<file path="src/zbg_pkg.sv">
// Shared types and constants for the zoned block-to-geometry decoder.
package zbg_pkg;

    // Shared divider: dividend and divisor widths, step counter width
    localparam int DIV_W = 17;
    localparam int DVS_W = 11;
    localparam int CNT_W = $clog2(DIV_W + 1);

    // Fixed widths taken from the register and field definitions
    localparam int SEC_W  = 13;   // sectors per track, up to 4096
    localparam int TRK_W  = 11;   // track counter, up to 2047
    localparam int SUM_W  = 27;   // scaled running block count
    localparam int SURF_W = 5;    // surface count, 1..16

    // Configuration register indexes
    localparam logic [1:0] CFG_SURFACE = 2'd0;
    localparam logic [1:0] CFG_TRACKS  = 2'd1;
    localparam logic [1:0] CFG_INNER   = 2'd2;
    localparam logic [1:0] CFG_OUTER   = 2'd3;

    // Request into the shared divider
    typedef struct packed {
        logic             start;
        logic [DIV_W-1:0] dividend;
        logic [DVS_W-1:0] divisor;
    } t_div_req;

    // Response from the shared divider
    typedef struct packed {
        logic             done;
        logic [DIV_W-1:0] quot;
        logic [DVS_W-1:0] rem;
    } t_div_rsp;

endpackage

</file>
<file path="src/zbg_div.sv">
// Shared restoring divider, one quotient bit per cycle.
module zbg_div (
    input  logic              i_clk,
    input  logic              i_rst_n,
    input  zbg_pkg::t_div_req i_req,
    output zbg_pkg::t_div_rsp o_rsp
);
    import zbg_pkg::*;

    logic [DIV_W-1:0] r_quot;
    logic [DVS_W-1:0] r_rem;
    logic [DVS_W-1:0] r_dvs;
    logic [CNT_W-1:0] r_cnt;
    logic             r_run;
    logic             r_done;

    logic [DVS_W:0]   trial;
    logic             fits;
    logic [DVS_W:0]   diff;

    // One shift-and-subtract step
    assign trial = {r_rem, r_quot[DIV_W-1]};
    assign fits  = (trial >= {1'b0, r_dvs});
    assign diff  = trial - {1'b0, r_dvs};

    always_ff @(posedge i_clk) begin
        if (!i_rst_n) begin
            r_run  <= 1'b0;
            r_done <= 1'b0;
            r_cnt  <= '0;
        end else begin
            r_done <= 1'b0;
            if (i_req.start) begin
                r_quot <= i_req.dividend;
                r_rem  <= '0;
                r_dvs  <= i_req.divisor;
                r_cnt  <= CNT_W'(DIV_W);
                r_run  <= 1'b1;
            end else if (r_run) begin
                r_rem  <= fits ? diff[DVS_W-1:0] : trial[DVS_W-1:0];
                r_quot <= {r_quot[DIV_W-2:0], fits};
                r_cnt  <= r_cnt - 1'b1;
                if (r_cnt == CNT_W'(1)) begin
                    r_run  <= 1'b0;
                    r_done <= 1'b1;
                end
            end
        end
    end

    assign o_rsp.done = r_done;
    assign o_rsp.quot = r_quot;
    assign o_rsp.rem  = r_rem;

endmodule

</file>
<file path="src/zoned_block_to_geometry_decode.sv">
// Top level: sequencer walking the zoned track layout around a shared divider.
// Steps: the divider computes the sector slope, the walk then visits the tracks in turn
// (up to the clamped track count); the divider then splits the offset in the found track.
// One request at a time; busy stays high until the result strobe.
// The result strobe is high for a single cycle; it cannot be held off.
// Reset (synchronous, active low) returns to idle and loads the register defaults.
module zoned_block_to_geometry_decode #(
    parameter int MAX_TRACKS = 1024
) (
    input  logic        i_clk,
    input  logic        i_rst_n,
    // request
    input  logic        start,
    output logic        busy,
    input  logic [31:0] i_block_number,
    // result
    output logic        o_valid,
    output logic        o_in_range,
    output logic [3:0]  o_surface_index,
    output logic [9:0]  o_track_index,
    output logic [11:0] o_sector_index,
    output logic [16:0] o_blocks_to_track_end,
    // configuration writes
    input  logic        i_cfg_valid,
    output logic        o_cfg_ready,
    input  logic [1:0]  i_cfg_index,
    input  logic [12:0] i_cfg_data
);
    import zbg_pkg::*;

    typedef enum logic [1:0] {
        S_IDLE,
        S_SLOPE,
        S_WALK,
        S_OFFS
    } t_state;

    // Configuration registers
    logic [4:0]  r_surface_count;
    logic [10:0] r_track_count;
    logic [12:0] r_inner_sectors;
    logic [12:0] r_outer_sectors;

    assign o_cfg_ready = 1'b1;

    always_ff @(posedge i_clk) begin
        if (!i_rst_n) begin
            r_surface_count <= 5'd4;
            r_track_count   <= 11'd1024;
            r_inner_sectors <= 13'd256;
            r_outer_sectors <= 13'd512;
        end else if (i_cfg_valid) begin
            unique case (i_cfg_index)
                CFG_SURFACE: r_surface_count <= i_cfg_data[4:0];
                CFG_TRACKS:  r_track_count   <= i_cfg_data[10:0];
                CFG_INNER:   r_inner_sectors <= i_cfg_data;
                CFG_OUTER:   r_outer_sectors <= i_cfg_data;
            endcase
        end
    end

    // Clamped geometry (the user must keep the registers static while busy; not enforced here)
    logic [SURF_W-1:0] surf_c;
    logic [TRK_W-1:0]  tracks_c;
    logic [TRK_W-1:0]  tm1;
    logic [SEC_W-1:0]  inner_c;
    logic [SEC_W-1:0]  outer_c;
    logic [SEC_W-1:0]  slope_span;

    always_comb begin
        if (r_surface_count == 5'd0)       surf_c = 5'd1;
        else if (r_surface_count > 5'd16)  surf_c = 5'd16;
        else                               surf_c = r_surface_count;

        if (r_track_count < 11'd2)                          tracks_c = 11'd2;
        else if ({21'd0, r_track_count} > 32'(MAX_TRACKS))  tracks_c = TRK_W'(MAX_TRACKS);
        else                                                tracks_c = r_track_count;

        if (r_inner_sectors == 13'd0)         inner_c = 13'd1;
        else if (r_inner_sectors > 13'd4096)  inner_c = 13'd4096;
        else                                  inner_c = r_inner_sectors;

        if (r_outer_sectors < inner_c)        outer_c = inner_c;
        else if (r_outer_sectors > 13'd4096)  outer_c = 13'd4096;
        else                                  outer_c = r_outer_sectors;
    end

    assign tm1        = tracks_c - 1'b1;
    assign slope_span = outer_c - inner_c;

    // Sequencer registers
    t_state            r_state;
    logic [31:0]       r_blk;
    logic [TRK_W-1:0]  r_t;
    logic [SEC_W-1:0]  r_spt;
    logic [TRK_W-1:0]  r_frac;
    logic [11:0]       r_step_q;
    logic [TRK_W-1:0]  r_step_r;
    logic [SUM_W-1:0]  r_before_s;

    // Divider hookup
    t_div_req div_req;
    t_div_rsp div_rsp;

    zbg_div u_div (
        .i_clk   (i_clk),
        .i_rst_n (i_rst_n),
        .i_req   (div_req),
        .o_rsp   (div_rsp)
    );

    // Per-track step: scaled end of this track, hit test, next sector count
    logic [16:0]      spt_s;
    logic [SUM_W:0]   track_end;
    logic             hit;
    logic [TRK_W:0]   frac_sum;
    logic             carry;
    logic [16:0]      offset;

    assign spt_s     = {4'd0, r_spt} * {12'd0, surf_c};
    assign track_end = {1'b0, r_before_s} + (SUM_W+1)'(spt_s);
    assign hit       = ({4'd0, track_end} > r_blk);
    assign frac_sum  = {1'b0, r_frac} + {1'b0, r_step_r};
    assign carry     = (frac_sum >= {1'b0, tm1});
    assign offset    = 17'(r_blk - {5'd0, r_before_s});

    always_comb begin
        div_req = '0;
        if (r_state == S_IDLE && start) begin
            div_req.start    = 1'b1;
            div_req.dividend = DIV_W'(slope_span);
            div_req.divisor  = tm1;
        end else if (r_state == S_WALK && hit) begin
            div_req.start    = 1'b1;
            div_req.dividend = offset;
            div_req.divisor  = DVS_W'(surf_c);
        end
    end

    // Remaining blocks from the found sector to the end of its track
    logic [SEC_W-1:0] sec_left;
    logic [16:0]      left_s;

    assign sec_left = r_spt - {1'b0, div_rsp.quot[11:0]};
    assign left_s   = {4'd0, sec_left} * {12'd0, surf_c};

    assign busy = (r_state != S_IDLE);

    // State and registered outputs
    always_ff @(posedge i_clk) begin
        if (!i_rst_n) begin
            r_state <= S_IDLE;
            o_valid <= 1'b0;
        end else begin
            o_valid <= 1'b0;
            unique case (r_state)
                S_IDLE: begin
                    if (start) begin
                        r_blk   <= i_block_number;
                        r_state <= S_SLOPE;
                    end
                end
                S_SLOPE: begin
                    if (div_rsp.done) begin
                        r_step_q   <= div_rsp.quot[11:0];
                        r_step_r   <= div_rsp.rem;
                        r_t        <= '0;
                        r_spt      <= inner_c;
                        r_frac     <= '0;
                        r_before_s <= '0;
                        r_state    <= S_WALK;
                    end
                end
                S_WALK: begin
                    if (hit) begin
                        r_state <= S_OFFS;
                    end else if (r_t == tm1) begin
                        // past capacity: report all zero
                        o_valid               <= 1'b1;
                        o_in_range            <= 1'b0;
                        o_surface_index       <= '0;
                        o_track_index         <= '0;
                        o_sector_index        <= '0;
                        o_blocks_to_track_end <= '0;
                        r_state               <= S_IDLE;
                    end else begin
                        r_t        <= r_t + 1'b1;
                        r_before_s <= track_end[SUM_W-1:0];
                        r_frac     <= carry ? TRK_W'(frac_sum - {1'b0, tm1})
                                            : frac_sum[TRK_W-1:0];
                        r_spt      <= r_spt + {1'b0, r_step_q} + {12'd0, carry};
                    end
                end
                S_OFFS: begin
                    if (div_rsp.done) begin
                        o_valid               <= 1'b1;
                        o_in_range            <= 1'b1;
                        o_surface_index       <= div_rsp.rem[3:0];
                        o_track_index         <= r_t[9:0];
                        o_sector_index        <= div_rsp.quot[11:0];
                        o_blocks_to_track_end <= left_s - {13'd0, div_rsp.rem[3:0]};
                        r_state               <= S_IDLE;
                    end
                end
                default: r_state <= S_IDLE;
            endcase
        end
    end

endmodule

</file>
<file path="config.mk">
export PLATFORM = sky130hd
export DESIGN_NAME = zoned_block_to_geometry_decode
export DESIGN_NICKNAME = d
export VERILOG_FILES = /design/src/zbg_pkg.sv /design/src/zbg_div.sv /design/src/zoned_block_to_geometry_decode.sv
export SDC_FILE = /design/constraint.sdc
export NUM_CORES = 1
export LEC_CHECK = 0
export ABC_CLOCK_PERIOD_IN_PS = 12100
export BUFFER_PORTS_ARGS = -buffer_cell sky130_fd_sc_hd__buf_2
export CAP_MARGIN = 20
export CORE_MARGIN = 2
export CORE_UTILIZATION = 55
export DETAILED_ROUTE_END_ITERATION = 8
export PLACE_DENSITY = 0.71
export SETUP_SLACK_MARGIN = 0.2
export SLEW_MARGIN = 30
export SYNTH_ARGS = -nofsm -noshare
export SYNTH_HDL_FRONTEND = slang
export SYNTH_SLANG_ARGS = --single-unit
</file>
<file path="constraint.sdc">
create_clock -name i_clk -period 12.1 [get_ports i_clk]
set_clock_uncertainty 0.1 [all_clocks]
set_input_delay 3.025 -clock i_clk [delete_from_list [all_inputs] [get_ports i_clk]]
set_output_delay 3.025 -clock i_clk [all_outputs]
set_load 0.01 [all_outputs]
</file>
Word level (Yosys, flattened, before mapping)

Index checks and enable logic that the tools add are counted.

Output and inout bits: 47
Input port bits: 51
Bits in read-only memories: 0
Bits in latches: 0
Flip-flop bits (word level): 252
Bits in writable memories: 0
Memories: 0

Magnitude comparators: 9
Add/subtract/negate cells: 13
Bitwise logic cells: 2
Mux-type cells: 66
Multiply operators: 2
Divide/modulo/power cells: 0
Shift operators: 0
Equality and inequality tests: 15
Reduce and logical (&&, ||, !) cells: 23

Operator list:

| operator                                               | number |
|---|---|
| 2-to-1 mux 11 bit                                      | 10 |
| 2-to-1 mux 13 bit                                      | 7 |
| 2-to-1 mux 17 bit                                      | 5 |
| 2-to-1 mux 27 bit                                      | 3 |
| 2-to-1 mux 29 bit                                      | 2 |
| one-hot mux 27 bit (2 select lines)                    | 1 |
| one-hot mux 11 bit (2 select lines)                    | 2 |
| 2-to-1 mux 12 bit                                      | 3 |
| multiplier 13 x 5 -> 17 bit                            | 2 |
| one-hot mux 17 bit (2 select lines)                    | 1 |
| greater-than comparator 28 x 32 -> 1 bit               | 1 |
| 2-to-1 mux 10 bit                                      | 3 |
| adder 27 x 17 -> 28 bit                                | 1 |
| greater-than comparator 13 bit (second input constant) | 2 |
| one-hot mux 13 bit (2 select lines)                    | 1 |
| >= comparator 12 x 11 -> 1 bit                         | 2 |
| one-hot mux 12 bit (2 select lines)                    | 1 |
| subtractor 11 bit                                      | 2 |
| 2-to-1 mux 5 bit                                       | 4 |
| one-hot mux 10 bit (2 select lines)                    | 1 |
| subtractor 17 bit                                      | 1 |
| subtractor 17 x 4 -> 17 bit                            | 1 |
| adder 13 x 1 -> 13 bit                                 | 1 |
| adder 13 x 12 -> 13 bit                                | 1 |
| 35 further kinds                                       | 72 |

Depth between registers and ports, before layout

Gate-level depths: netlist of the first run.

Depth after elaboration: 11
Mapped depth: 38
Gate-level depth less buffers: 34

Cells and area by module

From an unflattened synthesis of the first run, not the netlist that was laid out.

Cell total of the unflattened synthesis: 2101
Area, all modules: 20050.5 sq um

Modules (own cells, without submodules):

| module                         | cells an instance | area each (sq um) | instances | seq. area each (sq um) |
|---|---|---|---|---|
| zoned_block_to_geometry_decode | 1908              | 17616.9           | 1         | 5735.5 |
| zbg_div                        | 193               | 2433.6            | 1         | 1311.3 |

Worst setup path before layout of the first run

No wires, ideal clock.

Path type: reg-to-reg
Start: register r_surface_count[4]
End: register r_before_s[0] (enable)
Arrival time: 9.745 ns
Library setup time: 0.495 ns
Path buffers: 2
Slack: 1.760 ns
Cell stages (with the launch flop): 31
Data required time: 11.505 ns
Period minus slack after synthesis: 10.340 ns
Path through: dfxtp_1 > clkbuf_1 > clkbuf_1 > nand2_1 > fa_1 > fa_1 > fa_1 > inv_1 > ha_1 > a21oi_1 > o21bai_1 > a31o_2 > a311oi_1 > xnor2_1 > ha_1 > o21a_1 > o21ai_0 > nand2_1 > nand2_1 > a31oi_1 > o21ai_0 > a21boi_0 > xor2_1 > ha_1 > nand3_1 > nor4_1 > and4_1 > a31o_2 > nand2b_1 > o211ai_1 > o21bai_1

Word-level cells in the longest chain between the ends: 8

RTL lines:

| element                                      | RTL line                              | text |
|---|---|---|
| from (decl)                                  | zoned_block_to_geometry_decode.sv:39  | `logic [4:0] r_surface_count;` |
| from (signal assigned)                       | zoned_block_to_geometry_decode.sv:54  | `CFG_SURFACE: r_surface_count <= i_cfg_data[4:0];` |
| greater-than comparator 5 bit                | zoned_block_to_geometry_decode.sv:72  | `else if (r_surface_count > 5'd16) surf_c = 5'd16;` |
| 2-to-1 mux 5 bit                             | zoned_block_to_geometry_decode.sv:72  |  |
| 2-to-1 mux 5 bit (*)                         | zoned_block_to_geometry_decode.sv:71  | `if (r_surface_count == 5'd0) surf_c = 5'd1;` |
| multiplier 13 x 5 -> 17 bit (*)              | zoned_block_to_geometry_decode.sv:120 | `assign spt_s = {4'd0, r_spt} * {12'd0, surf_c};` |
| adder 27 x 17 -> 28 bit (*)                  | zoned_block_to_geometry_decode.sv:121 | `assign track_end = {1'b0, r_before_s} + (SUM_W+1)'(spt_s);` |
| net track_end[20]                            | zoned_block_to_geometry_decode.sv:114 | `logic [SUM_W:0] track_end;` |
| greater-than comparator 28 x 32 -> 1 bit (*) | zoned_block_to_geometry_decode.sv:122 | `assign hit = ({4'd0, track_end} > r_blk);` |
| inequality test 2 bit (no source line) (*)   | --                                    |  |
| AND reduction 5 bit (no source line) (*)     | --                                    |  |
| to (signal assigned)                         | zoned_block_to_geometry_decode.sv:188 | `r_before_s <= track_end[SUM_W-1:0];` |
| to (decl)                                    | zoned_block_to_geometry_decode.sv:99  | `logic [SUM_W-1:0] r_before_s;` |

Mark *: on every way through the listed nets, which the timed path passes. The rest lies on a longest branch.
A chain may end at the register's enable or synchronous reset.

Worst setup path in the final report of the first run

Start: register r_surface_count[4]
End: register u_div.r_rem[2] (enable)

Word-level cells in the longest chain between the ends: 11

RTL lines:

| element                                      | RTL line                              | text |
|---|---|---|
| greater-than comparator 5 bit                | zoned_block_to_geometry_decode.sv:72  |  |
| 2-to-1 mux 5 bit                             | zoned_block_to_geometry_decode.sv:72  |  |
| 2-to-1 mux 5 bit (*)                         | zoned_block_to_geometry_decode.sv:71  |  |
| multiplier 13 x 5 -> 17 bit (*)              | zoned_block_to_geometry_decode.sv:120 |  |
| adder 27 x 17 -> 28 bit (*)                  | zoned_block_to_geometry_decode.sv:121 |  |
| net track_end[20]                            | zoned_block_to_geometry_decode.sv:114 |  |
| greater-than comparator 28 x 32 -> 1 bit (*) | zoned_block_to_geometry_decode.sv:122 |  |
| logical AND 1 bit (*)                        | zoned_block_to_geometry_decode.sv:133 | `end else if (r_state == S_WALK && hit) begin` |
| 2-to-1 mux 29 bit (*)                        | zoned_block_to_geometry_decode.sv:133 |  |
| 2-to-1 mux 29 bit (*)                        | zoned_block_to_geometry_decode.sv:129 | `if (r_state == S_IDLE && start) begin` |
| nonzero test 2 bit (no source line) (*)      | --                                    |  |
| AND reduction 2 bit (no source line) (*)     | --                                    |  |
| to (signal assigned)                         | zbg_div.sv:40                         | `r_rem <= fits ? diff[DVS_W-1:0] : trial[DVS_W-1:0];` |
| to (decl)                                    | zbg_div.sv:11                         | `logic [DVS_W-1:0] r_rem;` |

Marked as above.

==> run metrics, run 1 <==
P&R area growth vs syn=9.763%; max_slew headroom=0.3880; Max Fclk=99.66 MHz; Hold/Removal Path Class=reg2reg; Power Density=124.9 nW/um^2; clock power share=0.335; gpl congestion=0.9221; clock-pin transition on the worst setup and hold timing paths=60 ps; setup violators final=0; largest net degree at the start of global routing=55; Worst path max stage delay=570 ps; cells resized by post-CTS repair=0; wire per inst=18.11 microns; status=completed; # nets final=2,569; Final HPWL DP=37.95 mm; CTS Buf Count=28; FFs w/ async S/R, synth=0; crit end category=register; setup tns final=0 ps; Routed WL=49.30 mm; final setup margin=2066 ps; Post-CTS Setup Bufs=0; Syn Nets=2,498; H-tree Lvls=1; Pint=1.870 mW; Slew Limit Fails=0; # hold bufs at CTS=0; count of cell types in the netlist=77; site row count=70; IO Count=98; Flop pwr share=0.358; Worst Tran Pin Value=914.6 ps; die height=195.4 microns; initial antenna violation count=0; total track usage=0.2566; Clock Tree Root=clkbuf_16; Psw=0.8942 mW; crit-path max FO=33; Comb power frac=0.307; Top FF cell, synth=edfxtp_1; Syn Inst Count=2,162; Post-synth EDFFs=200; number of global-route vias before repair=15,110; die width=195.4 microns; most frequent CP cell=nand2_1; critical setup path kind=reg2reg; Slowest-stage cell, CP=or3_1; RSZ-0062 raised after global routing=no; mapped cell area=20,160 sq um; Core Region=36,350 sq um; pre-CTS setup slack=2203 ps; switching share of total power=0.3235; n_diodes=0; Syn. warnings=0; Via Count=15,900; clk_lat worst skew=590 ps; Initial Util=0.5546; register bit count reported by yosys=252; Seq/Total Area, Yosys=0.3496; CTS tree=done; period utilization=0.8292; clock tree buffer depth=3; syn avg cell area=9.324 sq um; Static Leak=9.474 nW; I/O Buffers=96; MaxCap Viol Count=0; worst vdd ir=0.1257 mV; final hold vios=0; first-pass GRT wire length=78.56 mm; Routed Antenna Nets=0; fraction of layout instances using a drive strength above 1=0.08559; startpoint types=register; post-layout util=0.6087; initial drt markers=1,252; area of the die=38,200 sq um; Worst Path Required=12,230 ps; Final Critical Period=10,030 ps; Sink Count=252; vias per cell=5.841; worst path arrival time=10,160 ps; drt pass-1 iters=5; total grt overflow=0; Residual DRC=0
## flip-flops by register name, indices dropped and copies added, names as in the netlist
name,count
r_blk,32
r_before_s,27
o_blocks_to_track_end,17
u_div.r_quot,17
r_inner_sectors,13
r_outer_sectors,13
r_spt,13
o_sector_index,12
r_step_q,12
r_frac,11
r_step_r,11
r_t,11
r_track_count,11
u_div.r_dvs,11
u_div.r_rem,11
o_track_index,10
r_surface_count,5
u_div.r_cnt,5
o_surface_index,4
r_state,2
o_in_range,1
o_valid,1
u_div.r_done,1
u_div.r_run,1
## Yosys cell counts (4+ instances only)
library cell	number	area (sq um)
nand3_1	49	245.2
clkbuf_1	56	210.2
o21a_1	16	120.1
fa_1	78	1562
a211o_1	4	35.03
a41o_1	4	40.04
nand3b_1	17	127.6
dfxtp_1	52	1041
or4_1	5	37.54
nor3_1	58	290.3
or3_1	21	131.4
nand2b_1	24	150.1
a21boi_0	10	75.07
ha_1	207	2590
a2111oi_0	6	52.55
and3_1	35	219.0
a21o_1	24	180.2
o21ai_0	81	405.4
o31ai_1	12	90.09
a31o_2	7	61.31
inv_1	208	780.8
nor4b_1	4	35.03
buf_2	4	20.02
nand4_1	14	87.58
a21oi_1	149	745.7
a311oi_1	5	43.79
nor2_1	164	615.6
o2111ai_1	7	61.31
o22ai_1	5	31.28
a31oi_1	15	93.84
nand2_1	231	867.1
o211ai_1	7	52.55
a211oi_1	20	150.1
edfxtp_1	200	6006
and2_1	74	462.9
or2_2	7	43.79
nor4_1	13	81.33
o21bai_1	13	97.59
xor2_1	49	429.2
nor2b_1	29	181.4
xnor2_1	80	700.7
mux2i_1	42	420.4
buf_1	8	30.03
## kinds of logic (layout without fill, tap and decap cells)
group	Yosys count	in the layout	share of synthesized area
muxes	44	44	0.02197
buffers and inverters	280	373	0.05338
AOI/OAI and AO/OA	413	413	0.1299
other	1	1	0.0001860
xor gates and xnor gates	129	129	0.05605
DFF	252	252	0.3496
adders and majority gates	285	285	0.2059
and+or+nand+nor	758	758	0.1830
## power groups by stage
stage               logic [mW]  clock network (mW)  registers, mW
floorplan                0.666                   0          0.997
global route             0.962               0.969          0.992
finish                   0.850               0.925          0.989
global placement         0.819                   0           1.01
CTS                      0.847               0.934          0.989
detailed placement       0.841                   0           1.01
## worst max-delay path, delay by kind of cell (launching register included)
kind,cells,cell delay [ps]
DFF,1,310
AOI/OAI and AO/OA,11,2650
xor gates and xnor gates,2,420
adders and majority gates,6,2540
and+or+nand+nor,10,2710
buffers and inverters,4,940
## cell usage in the layout (no fill, tap or decap), types with 24 or more instances in the layout
master       n
a21o_1      24
a21oi_1    149
and2_1      74
and3_1      35
buf_2       96
clkbuf_16   31
dfxtp_1     52
edfxtp_1   200
fa_1        78
ha_1       207
inv_1      208
mux2i_1     42
nand2_1    231
nand2b_1    24
nand3_1     49
nor2_1     162
nor2b_1     28
nor3_1      57
o21ai_0     81
xnor2_1     80
xor2_1      49
## stage by stage
stage / cell area (sq um) / hold WS [ps] / power (mW) / std cells
after floorplan: 20160 / 326.4 / 1.663 / 2162
final: 22130 / 350.1 / 2.764 / 2723
after global placement: 21100 / 331.1 / 1.826 / 2671
after CTS: 22130 / 349.1 / 2.771 / 2723
after detailed placement: 21110 / 334.6 / 1.848 / 2671
after global routing: 22130 / 356.0 / 2.922 / 2723
## worst paths after layout
kind / end / depth (start not counted) / start / slack, ps
hold / removal: r_step_q[3]$_DFFE_PP_ / 0 / u_div.r_quot[3]$_DFFE_PP_ / 350
hold reg to reg: r_step_q[3]$_DFFE_PP_ / 0 / u_div.r_quot[3]$_DFFE_PP_ / 350
setup reg to reg: u_div.r_rem[2]$_SDFFCE_PP0P_ / 33 / r_surface_count[4]$_SDFFE_PN0P_ / 2070
setup / recovery: u_div.r_rem[2]$_SDFFCE_PP0P_ / 33 / r_surface_count[4]$_SDFFE_PN0P_ / 2070
## area by class of cell
type | count | area (sq um)
fillers | 3044 | 14220
clock buffers | 37 | 828.3
repair buffers | 113 | 620.6
flip-flops and latches | 252 | 7047
clock inverters | 15 | 188.9
multi-input cells | 1630 | 12080
inverters | 208 | 780.7
well taps | 468 | 585.6
## metal layers
metal	up-vias	GRT usage	share of wire
met1	7637	0.3727	0.46
met3	59	0.02763	0.062
met5	-	0	0
met4	0	0.05796	0.020
li1	7726	-	-
met2	482	0.4148	0.46
(Power assumes the default switching activity.)
==> run 2: changes to the inputs <==
--- a/config.mk
+++ b/config.mk
@@ -5,13 +5,14 @@
 export SDC_FILE = /design/constraint.sdc
 export NUM_CORES = 1
 export LEC_CHECK = 0
-export ABC_CLOCK_PERIOD_IN_PS = 12100
+export ABC_AREA = 1
+export ABC_CLOCK_PERIOD_IN_PS = 8700
 export BUFFER_PORTS_ARGS = -buffer_cell sky130_fd_sc_hd__buf_2
 export CAP_MARGIN = 20
 export CORE_MARGIN = 2
 export CORE_UTILIZATION = 55
 export DETAILED_ROUTE_END_ITERATION = 8
-export PLACE_DENSITY = 0.71
+export PLACE_DENSITY = 0.74
 export SETUP_SLACK_MARGIN = 0.2
 export SLEW_MARGIN = 30
 export SYNTH_ARGS = -nofsm -noshare
==> constraint.sdc (replaced) <==
create_clock -name i_clk -period 8.7 [get_ports i_clk]
set_clock_uncertainty 0.1 [all_clocks]
set_input_delay 2.175 -clock i_clk [delete_from_list [all_inputs] [get_ports i_clk]]
set_output_delay 2.175 -clock i_clk [all_outputs]
set_load 0.01 [all_outputs]
==> run metrics, run 2 <==
Slowest-stage cell, CP=fa_1 (was or3_1); clock tree buffer depth=3 (unchanged); Clock Tree Root=clkbuf_16 (unchanged); H-tree Lvls=1 (unchanged); Hold Slack=345.0 ps (was 350.1 ps); Core Region=35,400 sq um (was 36,350 sq um); clk_lat worst skew=570 ps (was 590 ps); Syn Nets=2,708 (was 2,498); number of global-route vias before repair=16,120 (was 15,110); I/O Buffers=96 (unchanged); site row count=69 (was 70); final hold vios=0 (unchanged); period utilization=0.9540 (was 0.8292); startpoint types=register (unchanged); crit end category=register (unchanged); register bit count reported by yosys=252 (unchanged); post-synth top area share=0.3048 (was 0.2979); Hold/Removal Path Class=reg2reg (unchanged); highest routed layer=met4 (unchanged); area of the die=37,360 sq um (was 38,200 sq um); top-count cell post-synth=inv_1 (was nand2_1); final std cells w/o fill=2,973 (was 2,723); fraction of layout instances using a drive strength above 1=0.09634 (was 0.08559); switching share of total power=0.4344 (was 0.3235); Worst Tran Pin Value=933.2 ps (was 914.6 ps); area leader, netlist=edfxtp_1 (unchanged); Max Fclk=120.5 MHz (was 99.66 MHz); Final Critical Period=8299 ps (was 10,030 ps); Post-synth EDFFs=200 (unchanged); initial drt markers=1,327 (was 1,252); Area contributors post-synth=edfxtp_1 30%, ha_1 13%, fa_1 7.9%, inv_1 7.7%, nand2_1 7.3% (was edfxtp_1 30%, ha_1 13%, fa_1 7.7%, dfxtp_1 5.2%, nand2_1 4.3%); clock-pin transition on the worst setup and hold timing paths=60 ps (about the same); Static Leak=10.48 nW (was 9.474 nW); die width=193.3 microns (was 195.4 microns); die height=193.3 microns (was 195.4 microns); gpl congestion=0.9851 (was 0.9221); Initial Util=0.5567 (was 0.5546); Worst Path Required=8880 ps (was 12,230 ps); status=completed (unchanged); syn avg cell area=8.307 sq um (was 9.324 sq um); vias per cell=5.530 (was 5.841); Flop pwr share=0.269 (was 0.358); Top Registers=r_blk x32, r_before_s x27 (unchanged); fin area=22,090 sq um (was 22,130 sq um); CTS Buf Count=29 (was 28); # nets final=2,826 (was 2,569); largest net degree at the start of global routing=63 (was 55); Post-DP Area=20,790 sq um (was 21,110 sq um); initial antenna violation count=0 (unchanged); largest reg by FF count=r_blk (unchanged); IO Count=98 (unchanged); post-layout util=0.6241 (was 0.6087); Sink Count=252 (unchanged); cells on worst reg2reg path=41 (was 33); placed cells=2,906 (was 2,671); total grt overflow=0 (unchanged); M1 WL=21.24 mm (was 22.75 mm); commonest non-fill, non-tap cell in the layout=inv_1 (was nand2_1); Largest register FFs=32 (unchanged); Worst path max stage delay=540 ps (was 570 ps); CTS tree=done (unchanged); Syn. warnings=0 (unchanged); Reg2Reg Setup Slack=400 ps (was 2070 ps); commonest non-fill, non-tap cells in the layout=405 x inv_1, 383 x nand2_1, 275 x nor2_1 (was 231 x nand2_1, 208 x inv_1, 207 x ha_1); Syn Inst Count=2,372 (was 2,162); Pint=3.285 mW (was 1.870 mW); mapped cell area=19,700 sq um (was 20,160 sq um); crit-path max FO=14 (was 33); Routed WL=51.26 mm (was 49.30 mm); Seq/Total Area, Yosys=0.3576 (was 0.3496); Routed Antenna Nets=0 (unchanged); clock power share=0.213 (was 0.335); Top FF cell, synth=edfxtp_1 (unchanged); met2 routed WL=24.67 mm (was 22.51 mm); critical setup path kind=reg2reg (unchanged); WL met3=3.221 mm (was 3.055 mm); total track usage=0.2685 (was 0.2566); max_slew headroom=0.3772 (was 0.3880); WHS Endpoint=r_step_q[8]$_DFFE_PP_ (was r_step_q[3]$_DFFE_PP_); setup violators final=0 (unchanged); RR Startpoint=r_surface_count[2]$_SDFFE_PN1P_ (was r_surface_count[4]$_SDFFE_PN0P_); Hold Path Depth=0 (unchanged); Power Density=262.9 nW/um^2 (was 124.9 nW/um^2); # hold bufs at CTS=0 (unchanged); RSZ-0062 raised after global routing=no (unchanged); most frequent cells after synthesis=406 x inv_1, 385 x nand2_1, 284 x nor2_1, 207 x ha_1, 200 x edfxtp_1 (was 231 x nand2_1, 208 x inv_1, 207 x ha_1, 200 x edfxtp_1, 164 x nor2_1); Residual DRC=0 (unchanged); reg-to-reg endpoint=u_div.r_quot[16]$_DFFE_PP_ (was u_div.r_rem[2]$_SDFFCE_PP0P_); drt pass-1 iters=7 (was 5); worst path arrival time=8480 ps (was 10,160 ps); Comb power frac=0.518 (was 0.307); setup tns final=0 ps (unchanged); count of cell types in the netlist=50 (was 77); n_diodes=0 (unchanged); Final HPWL DP=39.24 mm (was 37.95 mm); Via Count=16,440 (was 15,900); Psw=2.523 mW (was 0.8942 mW); wire per inst=17.24 microns (was 18.11 microns); most frequent CP cell=inv_1 (was nand2_1); first-pass GRT wire length=81.46 mm (was 78.56 mm); FFs w/ async S/R, synth=0 (unchanged); P&R area growth vs syn=12.12% (was 9.763%); hold path start=u_div.r_quot[8]$_DFFE_PP_ (was u_div.r_quot[3]$_DFFE_PP_); Slew Limit Fails=0 (unchanged); MaxCap Viol Count=0 (unchanged); worst vdd ir=0.2052 mV (was 0.1257 mV)
## run 2: through the flow
step | setup slack, ps | power, mW
3_5_place_dp | 164.5 | 4.479
6_report | 400.6 | 5.808
5_1_grt | 20.03 | 6.310
2_1_floorplan | 219.1 | 3.756
3_3_place_gp | 441.8 | 4.382
4_1_cts | 271.8 | 5.742
## run 2: cell type report
| type | count | area, sq um |
|---|---|---|
| clock buffers | 39 | 855.8 |
| clock inverters | 14 | 113.9 |
| fillers | 3015 | 13310 |
| inverters | 409 | 1538 |
| multi-input cells | 1663 | 11050 |
| flip-flops and latches | 252 | 7047 |
| well taps | 461 | 576.8 |
| repair buffers | 135 | 907.1 |
## run 2: how the worst max path moves through the flow
stage | from | endpoint | slack [ps] | cells after the start
after CTS | r_surface_count[2]$_SDFFE_PN1P_ | u_div.r_rem[4]$_SDFFCE_PP0P_ | 270 | 45
after floorplan | r_surface_count[3]$_SDFFE_PN0P_ | r_before_s[0]$_SDFFCE_PP0P_ | 220 | 43
after global routing | r_surface_count[2]$_SDFFE_PN1P_ | u_div.r_quot[16]$_DFFE_PP_ | 20 | 44
after global placement | r_surface_count[3]$_SDFFE_PN0P_ | u_div.r_rem[1]$_SDFFCE_PP0P_ | 440 | 44
after detailed placement | r_surface_count[2]$_SDFFE_PN1P_ | u_div.r_rem[1]$_SDFFCE_PP0P_ | 160 | 44
final | r_surface_count[2]$_SDFFE_PN1P_ | u_div.r_quot[16]$_DFFE_PP_ | 400 | 41
## run 2: cells by family (layout without fill, tap and decap cells)
| kind of cell | after synthesis | after routing | synth area share |
|---|---|---|---|
| AND/OR/NAND/NOR | 834 | 834 | 0.1746 |
| buffers and inverters | 457 | 597 | 0.08865 |
| AO/OA/AOI/OAI | 444 | 444 | 0.1243 |
| adder cells (fa/ha/maj) | 285 | 285 | 0.2107 |
| flip-flops | 252 | 252 | 0.3576 |
| XOR/XNOR | 99 | 99 | 0.04401 |
| other | 1 | 1 | 0.0001903 |
## run 2: repair_timing
action,in CTS,in global routing
cloned,0,4
setup buffers,0,9
pin swaps,0,14
setup endpoints to repair,28,188
gates resized for setup,2,37
## run 2: power groups by stage
stage                     Sequential, mW  Clock [mW]  Combinational (mW)
after detailed placement            1.58           0                2.89
after global placement              1.58           0                2.80
after CTS                           1.56        1.25                2.93
after floorplan                     1.56           0                2.19
after global routing                1.57        1.29                3.44
final                               1.56        1.24                3.01
## run 2: routing by layer
| layer | global-route usage | vias to the layer above |
|---|---|---|
| li1 | - | 8080 |
| met1 | 0.3433 | 7668 |
| met2 | 0.4673 | 569 |
| met3 | 0.03626 | 123 |
| met4 | 0.09443 | 0 |
| met5 | 0 | - |
## run 2: critical path, delay by kind of cell (launching register included)
kind            cells  cell delay (ps)
buf+inv             9              880
flops               1              310
simple gates       16             2080
xor+xnor            2              480
fa+ha+maj           6             2510
compound gates      8             1610
